## config.mk

```make
export PLATFORM = sky130hd
export DESIGN_NAME = text_to_integer_radix_parser
export DESIGN_NICKNAME = d
export VERILOG_FILES = /design/src/rtl/txtint_pkg.sv /design/src/rtl/text_to_integer_radix_parser.sv
export SDC_FILE = /design/constraint.sdc
export NUM_CORES = 1
export LEC_CHECK = 0
export BUFFER_PORTS_ARGS = -buffer_cell sky130_fd_sc_hd__buf_2
export CAP_MARGIN = 5
export CORE_ASPECT_RATIO = 0.6
export CORE_MARGIN = 1.5
export CORE_UTILIZATION = 50
export CTS_BUF_LIST = sky130_fd_sc_hd__clkbuf_4 sky130_fd_sc_hd__clkbuf_8 sky130_fd_sc_hd__clkbuf_16
export DETAILED_ROUTE_END_ITERATION = 10
export GPL_ROUTABILITY_DRIVEN = 0
export GPL_TIMING_DRIVEN = 0
export PLACE_DENSITY_LB_ADDON = 0.15
export REMOVE_ABC_BUFFERS = 1
export SYNTH_ARGS = -nofsm -noshare
export SYNTH_HDL_FRONTEND = slang
export SYNTH_SLANG_ARGS = --single-unit
```

## constraint.sdc

```tcl
create_clock -name clk -period 17.2 [get_ports clk]
set_input_delay 0.86 -clock clk [delete_from_list [all_inputs] [get_ports clk]]
set_output_delay 0.86 -clock clk [all_outputs]
set_load 0.005 [all_outputs]
```

## src/rtl/txtint_pkg.sv

```systemverilog
package txtint_pkg;

    localparam longint unsigned COUNT_LIMIT_DEFAULT = 64'd65535;

    localparam int CHAR_W   = 8;
    localparam int RADIX_W  = 6;
    localparam int VALUE_W  = 64;
    localparam int COUNT_W  = 16;
    localparam int CFG_IDX_W  = 8;
    localparam int CFG_DATA_W = 8;
    localparam int OUT_DATA_W = VALUE_W + COUNT_W;

    // Register indexes of the configuration channel.
    localparam logic [CFG_IDX_W-1:0] REG_RADIX       = 8'd0;
    localparam logic [CFG_IDX_W-1:0] REG_SIGNED_MODE = 8'd1;

    // Character codes.
    localparam logic [CHAR_W-1:0] CH_SPACE = 8'h20;
    localparam logic [CHAR_W-1:0] CH_TAB   = 8'h09;
    localparam logic [CHAR_W-1:0] CH_LF    = 8'h0A;
    localparam logic [CHAR_W-1:0] CH_VT    = 8'h0B;
    localparam logic [CHAR_W-1:0] CH_FF    = 8'h0C;
    localparam logic [CHAR_W-1:0] CH_CR    = 8'h0D;
    localparam logic [CHAR_W-1:0] CH_PLUS  = 8'h2B;
    localparam logic [CHAR_W-1:0] CH_MINUS = 8'h2D;
    localparam logic [CHAR_W-1:0] CH_0     = 8'h30;
    localparam logic [CHAR_W-1:0] CH_9     = 8'h39;
    localparam logic [CHAR_W-1:0] CH_UA    = 8'h41;
    localparam logic [CHAR_W-1:0] CH_UZ    = 8'h5A;
    localparam logic [CHAR_W-1:0] CH_UX    = 8'h58;
    localparam logic [CHAR_W-1:0] CH_LA    = 8'h61;
    localparam logic [CHAR_W-1:0] CH_LZ    = 8'h7A;
    localparam logic [CHAR_W-1:0] CH_LX    = 8'h78;

    localparam logic [RADIX_W-1:0] BASE_AUTO = 6'd0;
    localparam logic [RADIX_W-1:0] BASE_8    = 6'd8;
    localparam logic [RADIX_W-1:0] BASE_10   = 6'd10;
    localparam logic [RADIX_W-1:0] BASE_16   = 6'd16;
    localparam logic [RADIX_W-1:0] LETTER_OFFSET = 6'd10;

    typedef struct packed {
        logic               valid;
        logic [RADIX_W-1:0] value;
    } digit_t;

    function automatic logic is_blank(input logic [CHAR_W-1:0] c);
        is_blank = (c == CH_SPACE) || (c == CH_TAB) || (c == CH_LF) ||
                   (c == CH_VT) || (c == CH_FF) || (c == CH_CR);
    endfunction

    function automatic digit_t decode_digit(input logic [CHAR_W-1:0] c);
        digit_t d;
        d.valid = 1'b1;
        d.value = '0;
        if (c inside {[CH_0:CH_9]})
            d.value = RADIX_W'(c - CH_0);
        else if (c inside {[CH_LA:CH_LZ]})
            d.value = RADIX_W'(c - CH_LA) + LETTER_OFFSET;
        else if (c inside {[CH_UA:CH_UZ]})
            d.value = RADIX_W'(c - CH_UA) + LETTER_OFFSET;
        else
            d.valid = 1'b0;
        decode_digit = d;
    endfunction

endpackage

```

## src/rtl/text_to_integer_radix_parser.sv

```systemverilog
// A byte accepted on s_axis is held in the input register; its result, if it is the marked
// last byte, is registered once the result slot is free and then shows on m_axis.
// Throughput: one byte per cycle while no last byte waits on a held result slot; the per-byte
// step (decode plus a 64-by-6 multiply-add) sits between the input register and the state/result registers.
// Reset: rst_n clears the parse state, both valid flags, and sets radix 0, signed mode 1.
module text_to_integer_radix_parser #(
    parameter longint unsigned COUNT_LIMIT = txtint_pkg::COUNT_LIMIT_DEFAULT
) (
    input  logic                               clk,
    input  logic                               rst_n,
    // Configuration write channel.
    input  logic                               cfg_valid,
    output logic                               cfg_ready,
    input  logic [txtint_pkg::CFG_IDX_W-1:0]   cfg_index,
    input  logic [txtint_pkg::CFG_DATA_W-1:0]  cfg_data,
    // Input stream.
    input  logic                               s_axis_tvalid,
    output logic                               s_axis_tready,
    input  logic [txtint_pkg::CHAR_W-1:0]      s_axis_tdata,   // [7:0] char_in
    input  logic                               s_axis_tlast,   // end_of_string
    // Result stream.
    output logic                               m_axis_tvalid,
    input  logic                               m_axis_tready,
    output logic [txtint_pkg::OUT_DATA_W-1:0]  m_axis_tdata    // [63:0] value_bits,
                                                               // [79:64] consumed_count
);

    localparam int CNT_W = $clog2(COUNT_LIMIT + 64'd1);
    localparam logic [CNT_W-1:0] CNT_MAX = CNT_W'(COUNT_LIMIT);

    localparam logic [2:0] PH_SPACE  = 3'd0;
    localparam logic [2:0] PH_PREFIX = 3'd1;
    localparam logic [2:0] PH_ZERO   = 3'd2;
    localparam logic [2:0] PH_DIGITS = 3'd3;
    localparam logic [2:0] PH_DONE   = 3'd4;

    logic [txtint_pkg::RADIX_W-1:0] radix_reg;
    logic                           signed_mode_reg;

    logic                           in_valid_reg;
    logic [txtint_pkg::CHAR_W-1:0]  in_char_reg;
    logic                           in_last_reg;

    logic [2:0]                     phase_reg, phase_next;
    logic [txtint_pkg::VALUE_W-1:0] acc_reg, acc_next;
    logic                           neg_reg, neg_next;
    logic [txtint_pkg::RADIX_W-1:0] base_reg, base_next;
    logic [CNT_W-1:0]               cnt_reg, cnt_next;

    logic                           out_valid_reg;
    logic [txtint_pkg::VALUE_W-1:0] out_value_reg;
    logic [txtint_pkg::COUNT_W-1:0] out_count_reg;

    logic                           advance;
    logic                           used;
    logic                           bump;
    txtint_pkg::digit_t             dig;
    logic [txtint_pkg::VALUE_W-1:0] result_value;

    assign cfg_ready = 1'b1;

    // A byte leaves the input register unless it is a last byte and the result slot is held.
    assign advance = in_valid_reg &&
                     (!in_last_reg || !out_valid_reg || m_axis_tready);
    assign s_axis_tready = !in_valid_reg || advance;

    assign dig = txtint_pkg::decode_digit(in_char_reg);

    always_comb
    begin
        phase_next = phase_reg;
        acc_next   = acc_reg;
        neg_next   = neg_reg;
        base_next  = base_reg;
        used       = 1'b0;
        bump       = 1'b0;

        if (phase_next == PH_SPACE)
        begin
            if (txtint_pkg::is_blank(in_char_reg))
            begin
                bump = 1'b1;
                used = 1'b1;
            end
            else if (in_char_reg == txtint_pkg::CH_MINUS && signed_mode_reg)
            begin
                neg_next   = 1'b1;
                bump       = 1'b1;
                used       = 1'b1;
                phase_next = PH_PREFIX;
            end
            else if (in_char_reg == txtint_pkg::CH_PLUS)
            begin
                bump       = 1'b1;
                used       = 1'b1;
                phase_next = PH_PREFIX;
            end
            else
            begin
                phase_next = PH_PREFIX;
            end
        end

        if (!used && phase_next == PH_PREFIX)
        begin
            if ((radix_reg == txtint_pkg::BASE_AUTO || radix_reg == txtint_pkg::BASE_16) &&
                in_char_reg == txtint_pkg::CH_0)
            begin
                bump       = 1'b1;
                used       = 1'b1;
                base_next  = (radix_reg == txtint_pkg::BASE_AUTO) ? txtint_pkg::BASE_8
                                                                  : txtint_pkg::BASE_16;
                phase_next = PH_ZERO;
            end
            else
            begin
                base_next  = (radix_reg == txtint_pkg::BASE_AUTO) ? txtint_pkg::BASE_10
                                                                  : radix_reg;
                phase_next = PH_DIGITS;
            end
        end

        if (!used && phase_next == PH_ZERO)
        begin
            if (in_char_reg == txtint_pkg::CH_LX || in_char_reg == txtint_pkg::CH_UX)
            begin
                base_next = txtint_pkg::BASE_16;
                bump      = 1'b1;
                used      = 1'b1;
            end
            phase_next = PH_DIGITS;
        end

        if (!used && phase_next == PH_DIGITS)
        begin
            if (dig.valid && dig.value < base_next)
            begin
                acc_next = acc_reg * txtint_pkg::VALUE_W'(base_next)
                         + txtint_pkg::VALUE_W'(dig.value);
                bump     = 1'b1;
            end
            else
            begin
                phase_next = PH_DONE;
            end
        end

        cnt_next = cnt_reg;
        if (bump && cnt_reg != CNT_MAX)
            cnt_next = cnt_reg + CNT_W'(1);

        result_value = neg_next ? (txtint_pkg::VALUE_W'(0) - acc_next) : acc_next;
    end

    always_ff @(posedge clk or negedge rst_n)
    begin
        if (!rst_n)
        begin
            radix_reg       <= txtint_pkg::BASE_AUTO;
            signed_mode_reg <= 1'b1;
        end
        else if (cfg_valid && cfg_ready)
        begin
            case (cfg_index)
                txtint_pkg::REG_RADIX:
                    radix_reg <= cfg_data[txtint_pkg::RADIX_W-1:0];
                txtint_pkg::REG_SIGNED_MODE:
                    signed_mode_reg <= cfg_data[0];
                default:
                    ;
            endcase
        end
    end

    always_ff @(posedge clk or negedge rst_n)
    begin
        if (!rst_n)
            in_valid_reg <= 1'b0;
        else if (s_axis_tready)
            in_valid_reg <= s_axis_tvalid;
    end

    always_ff @(posedge clk)
    begin
        if (s_axis_tvalid && s_axis_tready)
        begin
            in_char_reg <= s_axis_tdata;
            in_last_reg <= s_axis_tlast;
        end
    end

    always_ff @(posedge clk or negedge rst_n)
    begin
        if (!rst_n)
        begin
            phase_reg <= PH_SPACE;
            acc_reg   <= '0;
            neg_reg   <= 1'b0;
            base_reg  <= '0;
            cnt_reg   <= '0;
        end
        else if (advance)
        begin
            if (in_last_reg)
            begin
                phase_reg <= PH_SPACE;
                acc_reg   <= '0;
                neg_reg   <= 1'b0;
                base_reg  <= '0;
                cnt_reg   <= '0;
            end
            else
            begin
                phase_reg <= phase_next;
                acc_reg   <= acc_next;
                neg_reg   <= neg_next;
                base_reg  <= base_next;
                cnt_reg   <= cnt_next;
            end
        end
    end

    always_ff @(posedge clk or negedge rst_n)
    begin
        if (!rst_n)
            out_valid_reg <= 1'b0;
        else if (advance && in_last_reg)
            out_valid_reg <= 1'b1;
        else if (m_axis_tready)
            out_valid_reg <= 1'b0;
    end

    always_ff @(posedge clk)
    begin
        if (advance && in_last_reg)
        begin
            out_value_reg <= result_value;
            out_count_reg <= txtint_pkg::COUNT_W'(cnt_next);
        end
    end

    assign m_axis_tvalid = out_valid_reg;
    assign m_axis_tdata  = {out_count_reg, out_value_reg};

endmodule

```

[Yosys cells after proc, flatten, opt, wreduce, memory -nomap -nowiden]
Index checks and enable logic that the tools add are counted.
Storage, ports and cells
  logic and storage cells: 124
  output and inout port bits: 83
  bits of input ports: 30
  register bits after elaboration: 188
Operators by class
  $mul: 1
  eq/ne operators: 17
  muxes and demuxes: 43
  add/subtract/negate cells: 8
  reductions and logical operators: 35
  $lt $le $gt $ge: 7
Operators with widths (count)
  $mux 64: 4
  $add 64x6->64: 1
  $mul 64x6->64: 1
  $sub 1x64->64 const A: 1
  $mux 6: 9
  $eq 8x4->1 const B: 5
  $eq 8x6->1 const B: 4
  $mux 16: 2
  $mux 3: 7
  $mux 1: 20
  $add 16x1->16 const B: 1
  $eq 8x7->1 const B: 2
  $ge 8x7->1 const B: 2
  $le 8x7->1 const B: 2
  $ne 16x16->1 const B: 1
  $logic_and 1x1->1: 13
  $add 6x4->6 const B: 2
  $sub 6x6->6 const B: 2
  $logic_or 1x1->1: 10
  $eq 8x1->1 const B: 1
  $ge 8x6->1 const B: 1
  $le 8x6->1 const B: 1
  $logic_not 8->1: 1
  $eq 3x2->1 const B: 2
  other kinds (10): 16

[Depth between registers and ports, before layout]
Gate-level depths: netlist (run 1).
  word-level depth: 21
  gate-level depth with buffers: 34
  mapped depth without buffers: 31

[Worst setup path before layout (run 1)]
OpenSTA, ideal clock, no wires.
  path kind: register to register
  start point: register in_char_reg[0] (netlist bit)
  end point: register out_value_reg[56] (netlist bit) (data pin)
  slack: 8531 ps
  cell stages (with the launch flop): 30
  arrival time: 8406 ps
  data required time: 16937 ps
  library setup time: 263 ps
  path through: edfxtp_1 > ha_1 > or4_1 > and4_4 > o31ai_1 > nand2_1 > a211oi_1 > clkbuf_1 > nand2_1 > fa_1 > fa_1 > inv_1 > fa_1 > inv_1 > fa_1 > inv_1 > ha_1 > nand2_1 > o31ai_1 > o21ai_2 > a32oi_1 > o221ai_1 > a2111oi_0 > a41o_1 > and4_1 > clkbuf_1 > and3_1 > and4b_1 > a21oi_1 > xor2_1
Between the ends
  cells in the longest elaborated chain, start to end: 20
Ends and longest elaborated chain
  start, declared: RTL line text_to_integer_radix_parser.sv:41  | logic [txtint_pkg::CHAR_W-1:0] in_char_reg;
  start signal, assigned: RTL line text_to_integer_radix_parser.sv:187  | in_char_reg <= s_axis_tdata;
  $eq 8x6->1 or $eq 8x4->1 (tied branches): RTL line txtint_pkg.sv:47  | is_blank = (c == CH_SPACE) || (c == CH_TAB) || (c == CH_LF) ||
  $logic_or 1x1->1 (3 in a row): RTL line txtint_pkg.sv:47
  $logic_or 1x1->1 (2 in a row): RTL line txtint_pkg.sv:48  | (c == CH_VT) || (c == CH_FF) || (c == CH_CR);
  $mux 3 or $mux 1 (tied branches): RTL line text_to_integer_radix_parser.sv:80  | if (txtint_pkg::is_blank(in_char_reg))
  $mux 3 or $mux 1 (tied branches): RTL line text_to_integer_radix_parser.sv:78  | if (phase_next == PH_SPACE)
  $eq 3x1->1 or $logic_not 1->1 (tied branches): RTL line text_to_integer_radix_parser.sv:104  | if (!used && phase_next == PH_PREFIX)
  $logic_and 1x1->1: RTL line text_to_integer_radix_parser.sv:104
  $mux 3 or $mux 1 (tied branches): RTL line text_to_integer_radix_parser.sv:104
  [2 not listed]
  $mux 6: RTL line text_to_integer_radix_parser.sv:123  | if (!used && phase_next == PH_ZERO)
  $mul 64x6->64 or $lt 6x6->1 (tied branches): RTL line text_to_integer_radix_parser.sv:138, text_to_integer_radix_parser.sv:136
  $add 64x6->64 or $logic_and 1x1->1 (tied branches): RTL line text_to_integer_radix_parser.sv:139, text_to_integer_radix_parser.sv:136
  $mux 64: RTL line text_to_integer_radix_parser.sv:136  | if (dig.valid && dig.value < base_next)
  $mux 64: RTL line text_to_integer_radix_parser.sv:134  | if (!used && phase_next == PH_DIGITS)
  $sub 1x64->64: RTL line text_to_integer_radix_parser.sv:152  | result_value = neg_next ? (txtint_pkg::VALUE_W'(0) - acc_next) : acc_next;
  $mux 64 (*): RTL line text_to_integer_radix_parser.sv:152
  net result_value, one bit: RTL line text_to_integer_radix_parser.sv:58  | logic [txtint_pkg::VALUE_W-1:0] result_value;
  end signal, assigned: RTL line text_to_integer_radix_parser.sv:237  | out_value_reg <= result_value;
  end, declared: RTL line text_to_integer_radix_parser.sv:51  | logic [txtint_pkg::VALUE_W-1:0] out_value_reg;
Mark *: on every way through the listed nets, which the timed path passes. The rest lies on a longest branch.
A chain may end at the register's enable or synchronous reset.

[Worst setup path after layout (run 1)]
  start point: register in_char_reg[4] (netlist bit)
  end point: register out_value_reg[62] (netlist bit) (data pin)
The elaborated chain is that of the path after synthesis.

==> results by group, run 1 <==
Drt
  – M1 WL: 32,400 um
  – DRC Markers: 0
  – Wirelength per Cell: 22.7 um
  – Drt total wl: 70,800 um
  – Via count of the routed design: 19,500
  – Routed vias/inst: 6.25
  – Antenna violation net count after detailed routing: 0
  – Top sig layer: met5
  – Router iterations before antenna repair: 6
  – Met3 routed wirelength: roughly 9500 um
  – DR WL met2: between 20,000 and 30,000 um
  – First DRT Iteration DRCs: 1,996

Yosys
  – Async set or reset register ratio after synthesis: 52.7%
  – Primary FF master, synth: dfrtp_1
  – Syn Std Cell Area: ~23,000 um^2
  – Ys Warns: 0
  – Post-synthesis cell count: between 2,000 and 3,000
  – Seq/Total Area, Yosys: 22.4%
  – Number of flops mapped to enable cells by yosys: between 80 and 90
  – Netlist cell types: 92
  – FF+latch count, synth: roughly 190
  – Syn avg cell area: about 9.2 um^2

Setup path
  – Family with the most delay on the worst path: compound AO/OA/AOI/OAI gates
  – Crit path largest cell delay: 1.05 ns
  – R2R cell count: 30
  – Slowest-stage cell, CP: o311a_1
  – Origin of the worst setup path: in_char_reg[4]$_DFFE_PP_
  – CP most frequent cell: inv_1
  – Crit-path max FO: 25
  – Reg2reg start: in_char_reg[4]$_DFFE_PP_
  – Worst setup SP type: flip-flop
  – Worst EP arrival: ~12 ns
  – Crit Path Class: flip-flop to flip-flop
  – Levels on crit path: 30
  – Worst setup EP type: flip-flop
  – Data required, critical path: 17.45 ns
  – CP Buf/Inv Count: 7

Pwr
  – Static leakage: 11.5 nW
  – Pwr dens: 68.5 nW/um^2
  – Max VDD drop: 54.9 uV

Hold path
  – Worst Hold Class: input pin to async pin

Clocking
  – CTS buffer count: 17
  – Clock Sinks: between 150 and 200
  – CTS tree: built
  – Hold_buf cts: 0
  – Reg clk slew, reported paths: 0.09 ns
  – Root Buffer: clkbuf_16
  – Post-CTS Setup Inserts: 0
  – Skew-Pair Late Insertion Delay: 0.49 ns
  – H-tree level count: 4
  – Post-CTS sizing: 0
  – Clk buf depth: 2

Timing
  – Fin crit period: 12.24 ns
  – Clock Skew: 0.0251 ns
  – Slew Limit Fails: 0
  – Hold Worst Slack: between 0.2 and 0.3 ns
  – Worst slew pin tran: approximately 1.3 ns
  – RSZ-0062 raised after global routing: no
  – Setup ws final: around 5.0 ns
  – Final hold vios: 0
  – Fmax: 81.7 MHz
  – Relative slew margins: 10.0%
  – Fin crit share: a little under three quarters
  – Finish-stage setup viols: 0

Cells and area
  – FILL cells: 4,061
  – Most frequent cells in the layout: and2_1 (287), nand2_1 (252), fa_1 (240)
  – Layout cells sized above 1: slightly above 8%
  – Multi-input gate area: 17,000 um^2
  – Synth-to-Final Area Change: 8.59%
  – Storage cell area: ~5200 um^2
  – # nets final: 2,933
  – Most common cell after layout, fill and taps aside: and2_1
  – Finished Layout Cells: 3,121

Global route
  – Global-route wire length before repair: 111,000 um
  – Pin count of the biggest net entering global routing: 83
  – Grt total ovfl: 0
  – Overall Global Routing Usage: 30.8%
  – Vias in the first global route: 19,200
  – Initial antenna violation count: 3

Placed design
  – Placed cell count: 3,088
  – Setup slack at placement: 5.59 ns
  – DP HPWL: 54,500 um
  – Buffers on Ports: 109

Die
  – Die Area: 47,300 um^2
  – Io pins: 113
  – Die Width: 280 um
  – Die Ht: 169 um
  – Site row count: 60
  – Starting Density: 51.0%
  – CORE AREA: 45,000 um^2

Outcome
  – Outcome: finished clean

Run
  – Maximum capacitance violations: 0
## synthesized netlist by cell type (12+ instances only)
library cell,n,area [um^2]
nor4_1,15,93.8
mux2i_1,37,370
nand2_1,253,950
a21o_1,23,173
a21oi_1,162,811
xor2_1,48,420
o21a_1,17,128
a211oi_1,20,150
edfxtp_1,89,2670
nor3_1,49,245
and3_1,17,106
a22o_1,16,140
o211ai_1,12,90.1
and2_1,287,1800
nand4_1,22,138
inv_1,89,334
nor2b_1,63,394
dfrtp_1,98,2450
a31oi_1,22,138
ha_1,145,1810
o31ai_1,19,143
o21ai_0,159,796
or3_1,19,119
xnor2_1,80,701
nor2_1,146,548
clkbuf_1,120,450
fa_1,240,4800
nand3_1,25,125
## kinds of logic (layout without fill, tap and decap cells)
| group | after synthesis | in the layout | share of synthesized area, % |
|---|---|---|---|
| AOI/OAI and AO/OA | 565 | 565 | 15.7 |
| DFF | 188 | 188 | 22.4 |
| xor gates and xnor gates | 130 | 130 | 5.08 |
| other | 1 | 2 | 0.0163 |
| and+or+nand+nor | 963 | 963 | 22.0 |
| muxes | 47 | 47 | 2.10 |
| adders and majority gates | 385 | 385 | 28.8 |
| buffers and inverters | 230 | 252 | 3.87 |
## report_power, final
| group | switching, W | leakage, nW | internal (W) |
|---|---|---|---|
| combinational | 0.000471 | 8.95 | 0.000221 |
| clock | 0.000251 | 0.314 | 0.000208 |
| sequential | 0.0000501 | 2.24 | 0.000505 |
| total | 0.000772 | 11.5 | 0.000935 |
## metal layers
metal	vias to the layer above	global-route usage, %
li1	8750	-
met1	9656	46.3
met2	1003	40.4
met3	96	12.5
met4	2	7.10
met5	-	0
## worst paths after layout
path | end | slack [ns]
hold / removal | acc_reg[46]$_DFFE_PN0P_ | 0.28
hold reg to reg | base_reg[4]$_DFFE_PN0P_ | 0.48
setup / recovery | out_value_reg[62]$_DFFE_PP_ | 4.96
min in group clk | base_reg[4]$_DFFE_PN0P_ | 0.48
setup reg to reg | out_value_reg[62]$_DFFE_PP_ | 4.96
max in group asynchronous | signed_mode_reg$_DFFE_PN1P_ | 16.15
## final cells by class
cell class	count	area share [%]
diodes	1	0.0100
flip-flops and latches	188	20.7
well taps	589	2.96
inverters	89	1.35
multi-input cells	2091	68.2
repair buffers	131	4.23
clock inverters	15	0.908
clock buffers	17	1.71
## metrics by stage
step / utilization [%] / power, W / setup TNS (ns) / area (um^2)
after floorplan: - / 0.000941 / 0 / 22400
after global placement: 52.6 / 0.00120 / -0.0561 / 23700
after detailed placement: 53.9 / 0.00123 / 0 / 24300
after CTS: 55.4 / 0.00170 / 0 / 24900
after global routing: 55.4 / 0.00179 / 0 / 24900
final: 55.4 / 0.00171 / 0 / 24900
Note: power is estimated with default switching activity, not from simulation.
==> run 2: changes to the inputs <==
- clock period: 17.2 -> 11.75 ns (I/O delays scaled with it)
==> run 2 against run 1 <==
Net effect: sequential power up 46%; sequential cell count did not move; final area up 0.13%; critical path depth decreased by 4; clock-buffer cell count unchanged; global-route usage about the same; critical endpoint unchanged; largest power group unchanged.
==> results by group, run 2 (synthesis gave the netlist of run 1 again) <==
Outcome
  – Outcome: finished clean

Die
  – Starting Density: 51.0%
  – Die Area: 47,300 um^2
  – Io pins: ~110
  – Die Width: around 280 um
  – CORE AREA: 45,000 um^2
  – Site row count: 60
  – Die Ht: 169 um

Global route
  – Pin count of the biggest net entering global routing: just over 80
  – Vias in the first global route: 19,200
  – Grt total ovfl: 0
  – Initial antenna violation count: 2
  – Overall Global Routing Usage: 30.7%
  – Global-route wire length before repair: 111,000 um

Timing
  – Hold Worst Slack: between 0.003 and 0.004 ns
  – Relative slew margins: 8.69%
  – Fin crit share: 98.5%
  – Finish-stage setup viols: 0
  – Final hold vios: 0
  – Fin crit period: 11.57 ns
  – RSZ-0062 raised after global routing: no
  – Clock Skew: 0.0215 ns
  – Fmax: 86.4 MHz
  – Slew Limit Fails: 0
  – Worst slew pin tran: 1.37 ns

Cells and area
  – Synth-to-Final Area Change: 8.73%
  – Layout cells sized above 1: 8.49%
  – Final core utilization: 55.4%
  – Storage cell area: 5150 um^2
  – Finished Layout Cells: 3,122
  – Post-route cell area: approximately 25,000 um^2
  – Most frequent cells in the layout: and2_1 (287), nand2_1 (252), fa_1 (240)
  – # nets final: 2,934
  – Most common cell after layout, fill and taps aside: and2_1
  – FILL cells: 4,058
  – Multi-input gate area: 17,000 um^2

Clocking
  – Clk buf depth: 2
  – Skew-Pair Late Insertion Delay: 0.49 ns
  – Root Buffer: clkbuf_16
  – Post-CTS Setup Inserts: 0
  – Reg clk slew, reported paths: roughly 0.09 ns
  – CTS buffer count: 17
  – CTS tree: built
  – Hold_buf cts: 0
  – Clock Sinks: 188
  – H-tree level count: 4

Drt
  – Wirelength per Cell: between 20 and 25 um
  – First DRT Iteration DRCs: 2,102
  – DRC Markers: 0
  – Antenna violation net count after detailed routing: 0
  – Router iterations before antenna repair: 6
  – Routed vias/inst: 6.29
  – Drt total wl: between 70,000 and 80,000 um
  – Via count of the routed design: 19,600

Placed design
  – DP HPWL: ~55,000 um
  – Placed inst area: 24,300 um^2
  – Placed cell count: around 3,100
  – Buffers on Ports: around 110

Setup path
  – Worst EP arrival: 11.83 ns
  – Crit Path Class: flip-flop to flip-flop
  – Worst setup SP type: flip-flop
  – Worst setup EP type: flip-flop
  – Crit-path max FO: 31
  – Data required, critical path: 12.00 ns

Pwr
  – Static leakage: 11.5 nW
  – Max VDD drop: 80.8 uV
  – Pwr dens: 101 nW/um^2
  – Total power: 0.00251 W

Run
  – Maximum capacitance violations: 0

Hold path
  – Worst Hold Class: input pin to async pin
## run 2: where the power goes
part	leakage [nW]	switching [W]	internal (W)
combinational	8.96	0.000697	0.000327
clock	0.314	0.000368	0.000305
sequential	2.24	0.0000734	0.000740
total	11.5	0.00114	0.00137
## run 2: per-layer routing
layer | global-route usage, % | part of all wire [%]
met5 | 0 | 0.055
met4 | 7.10 | 1.9
met3 | 12.5 | 13
met2 | 40.4 | 39
met1 | 46.3 | 46
## run 2: area by class of cell
cell class | count | share of cell area, %
well taps | 589 | 2.95
inverters | 89 | 1.35
repair buffers | 131 | 4.23
clock inverters | 15 | 0.907
flip-flops and latches | 188 | 20.6
multi-input cells | 2092 | 68.2
clock buffers | 17 | 1.70
diodes | 1 | 0.0100
## run 2: per-stage QoR
| stage | setup slack, ns | setup TNS [ns] |
|---|---|---|
| after floorplan | 1.23 | 0 |
| after global placement | -5.51 | -453.25 |
| after detailed placement | 0.139 | 0 |
| after CTS | 0.259 | 0 |
| after global routing | 0.0725 | 0 |
| final | 0.178 | 0 |
## run 2: worst max-delay path, cell delays in order (launching register included)
cell and delay, ns:
edfxtp_1 0.49, inv_1 0.21, ha_1 0.29, nor3b_1 0.65, and2_0 0.39, o31ai_1 0.22
a31o_2 0.41, nor2_4 0.71, buf_12 0.31, nor2b_1 0.10, fa_1 0.49, fa_1 0.53
fa_1 0.47, ha_1 0.30, ha_1 0.41, a21oi_1 0.38, o221ai_1 0.36, a31oi_1 0.72
a31oi_1 0.33, a2111oi_0 0.96, o21bai_1 0.27, xor2_1 0.28, o31ai_1 0.39, nand4b_1 0.39
nor2_1 0.58, a41oi_1 0.25, xnor2_1 0.39
## run 2: path summary, 6_finish.rpt
path	endpoint	startpoint	depth (start not counted)	slack [ns]
max	out_value_reg[62]$_DFFE_PP_	in_char_reg[4]$_DFFE_PP_	26	0.18
min	acc_reg[46]$_DFFE_PN0P_	rst_n	1	0.004
max reg2reg	out_value_reg[62]$_DFFE_PP_	in_char_reg[4]$_DFFE_PP_	26	0.18
min reg2reg	base_reg[4]$_DFFE_PN0P_	base_reg[4]$_DFFE_PN0P_	2	0.49
max in group asynchronous	signed_mode_reg$_DFFE_PN1P_	rst_n	2	10.98
min in group clk	in_char_reg[4]$_DFFE_PP_	s_axis_tdata[4]	1	0.28
## run 2: repair_timing
action | 4_1_cts | 5_1_grt
gates resized for setup | 1 | 5
pin swaps | 0 | 1
cloned | 0 | 1
endpoints found under the setup margin | 1 | 13
==> run 3: changes to the inputs <==
- CORE_MARGIN: 1.5 -> unset
==> run 3 against run 2 <==
Net effect: the flow now finishes with violations (hold timing); non-clock buffer count unchanged; global-route usage about the same; largest cell class unchanged; critical path depth increased by 6; worst hold slack got worse by 0.010 ns; combinational power about the same; final area increased by 0.11%; via count decreased by 0.69%; setup slack improved by 0.14 ns.
==> results by group, run 3 (synthesis gave the netlist of run 1 again) <==
Die
  – Io pins: 113
  – CORE AREA: 45,000 um^2
  – Starting Density: 51.0%
  – Site row count: 60
  – Die Area: 46,800 um^2
  – Die Width: approximately 280 um
  – Die Ht: approximately 170 um

Setup path
  – CP most frequent cell: inv_1
  – Worst reg-to-reg setup slack: 0.32 ns
  – Data required, critical path: 11.99 ns
  – Worst EP arrival: approximately 12 ns
  – Crit-path max FO: 22
  – R2R cell count: 32
  – Worst setup EP type: flip-flop
  – Slowest-stage cell, CP: o31ai_1
  – Crit path largest cell delay: 0.60 ns
  – Reg2reg start: in_char_reg[0]$_DFFE_PP_
  – Crit Path Class: flip-flop to flip-flop
  – Worst reg2reg path endpoint: out_value_reg[62]$_DFFE_PP_
  – Worst setup SP type: flip-flop

Timing
  – Fin crit share: between 90% and 100%
  – Clock Skew: 0.0217 ns
  – Fmax: between 80 and 90 MHz
  – Final hold vios: 1
  – Finish-stage setup viols: 0
  – Slew Limit Fails: 0
  – Sum Neg Setup Slack: 0 ns
  – Hold Worst Slack: -0.00655 ns
  – Fin crit period: 11.43 ns
  – Relative slew margins: 12.8%
  – Worst slew pin tran: between 1 and 1.5 ns

Pwr
  – Max VDD drop: 61.8 uV
  – Static leakage: between 10 and 15 nW
  – Pwr dens: around 100 nW/um^2

Cells and area
  – Final core utilization: 55.5%
  – Most frequent cells in the layout: and2_1 (287), nand2_1 (252), fa_1 (240)
  – Synth-to-Final Area Change: 8.84%
  – # nets final: about 2,900
  – Post-route cell area: about 25,000 um^2
  – FILL cells: 4,037
  – Layout cells sized above 1: 8.42%
  – Most common cell after layout, fill and taps aside: and2_1

Clocking
  – H-tree level count: 4
  – Reg clk slew, reported paths: ~0.1 ns
  – CTS tree: built
  – Hold_buf cts: 0
  – Clock Sinks: 188
  – Post-CTS Setup Inserts: 0
  – Clk buf depth: 2
  – Root Buffer: clkbuf_16
  – Skew-Pair Late Insertion Delay: between 0.4 and 0.5 ns
  – CTS buffer count: 17

Global route
  – Vias in the first global route: 19,100
  – Pin count of the biggest net entering global routing: 83
  – Overall Global Routing Usage: 30.7%
  – Grt total ovfl: 0
  – Global-route wire length before repair: 111,000 um
  – Initial antenna violation count: 3

Drt
  – Via count of the routed design: about 19,000
  – Drt total wl: 70,700 um
  – Routed vias/inst: ~6.2
  – DRC Markers: 0
  – First DRT Iteration DRCs: 2,057
  – Wirelength per Cell: 22.7 um
  – Router iterations before antenna repair: 6
  – Antenna violation net count after detailed routing: 0

Hold path
  – Worst Hold Class: input pin to async pin

Placed design
  – Placed inst area: roughly 24,000 um^2
  – Buffers on Ports: 109
  – DP HPWL: 54,300 um

Outcome
  – Failing checks: hold timing
  – Outcome: finished, violations left

Run
  – Maximum capacitance violations: 0
run 3: timing repair:
action,in CTS,in global routing
setup endpoints to repair,0,16
endpoints found under the hold margin,0,0
gates resized for setup,0,4
run 3: how the worst max path moves through the flow:
stage | cells past startpoint | endpoint | start
after floorplan | 27 | out_value_reg[63]$_DFFE_PP_ | in_char_reg[0]$_DFFE_PP_
after global placement | 24 | out_value_reg[62]$_DFFE_PP_ | in_char_reg[0]$_DFFE_PP_
after detailed placement | 30 | out_value_reg[62]$_DFFE_PP_ | in_char_reg[4]$_DFFE_PP_
after CTS | 30 | out_value_reg[62]$_DFFE_PP_ | in_char_reg[4]$_DFFE_PP_
after global routing | 32 | out_value_reg[62]$_DFFE_PP_ | in_char_reg[0]$_DFFE_PP_
final | 32 | out_value_reg[62]$_DFFE_PP_ | in_char_reg[0]$_DFFE_PP_
run 3: layer usage:
layer / GRT usage [%] / part of all wire (%) / vias up
li1: - / - / 8758
met1: 46.1 / 46 / 9566
met2: 40.2 / 39 / 1059
met3: 13.1 / 14 / 112
met4: 6.74 / 1.7 / 0
met5: 0 / 0 / -
run 3: power by group:
group	leakage [nW]	internal [W]	switching [W]	total [W]
Sequential	2.24	0.000740	0.0000742	0.000814
Combinational	8.97	0.000332	0.000697	0.00103
Clock	0.316	0.000305	0.000364	0.000670
run 3: through the flow:
stage	setup WS, ns	total power, W	cells
floorplan	1.23	0.00138	2368
global placement	-5.38	0.00175	3066
detailed placement	0.0863	0.00181	3088
CTS	0.00571	0.00249	3120
global route	-0.00743	0.00263	3121
finish	0.320	0.00251	3122
run 3: cell type report:
class	instances	area [um^2]	share of cell area [%]
multi-input cells	2091	17000	68.1
flip-flops and latches	188	5150	20.6
repair buffers	131	1080	4.34
well taps	589	737	2.95
clock buffers	17	425	1.70
inverters	89	337	1.35
clock inverters	15	236	0.946
diodes	2	5.00	0.0200
run 3: worst max-delay path, delay by kind of cell (launching register included):
kind                       cells  cell delay, ns
AOI/OAI and AO/OA              8            3.72
buffers and inverters          7            0.77
DFF                            1            0.53
and+or+nand+nor                9            2.58
adders and majority gates      6            2.66
xor gates and xnor gates       2            0.87
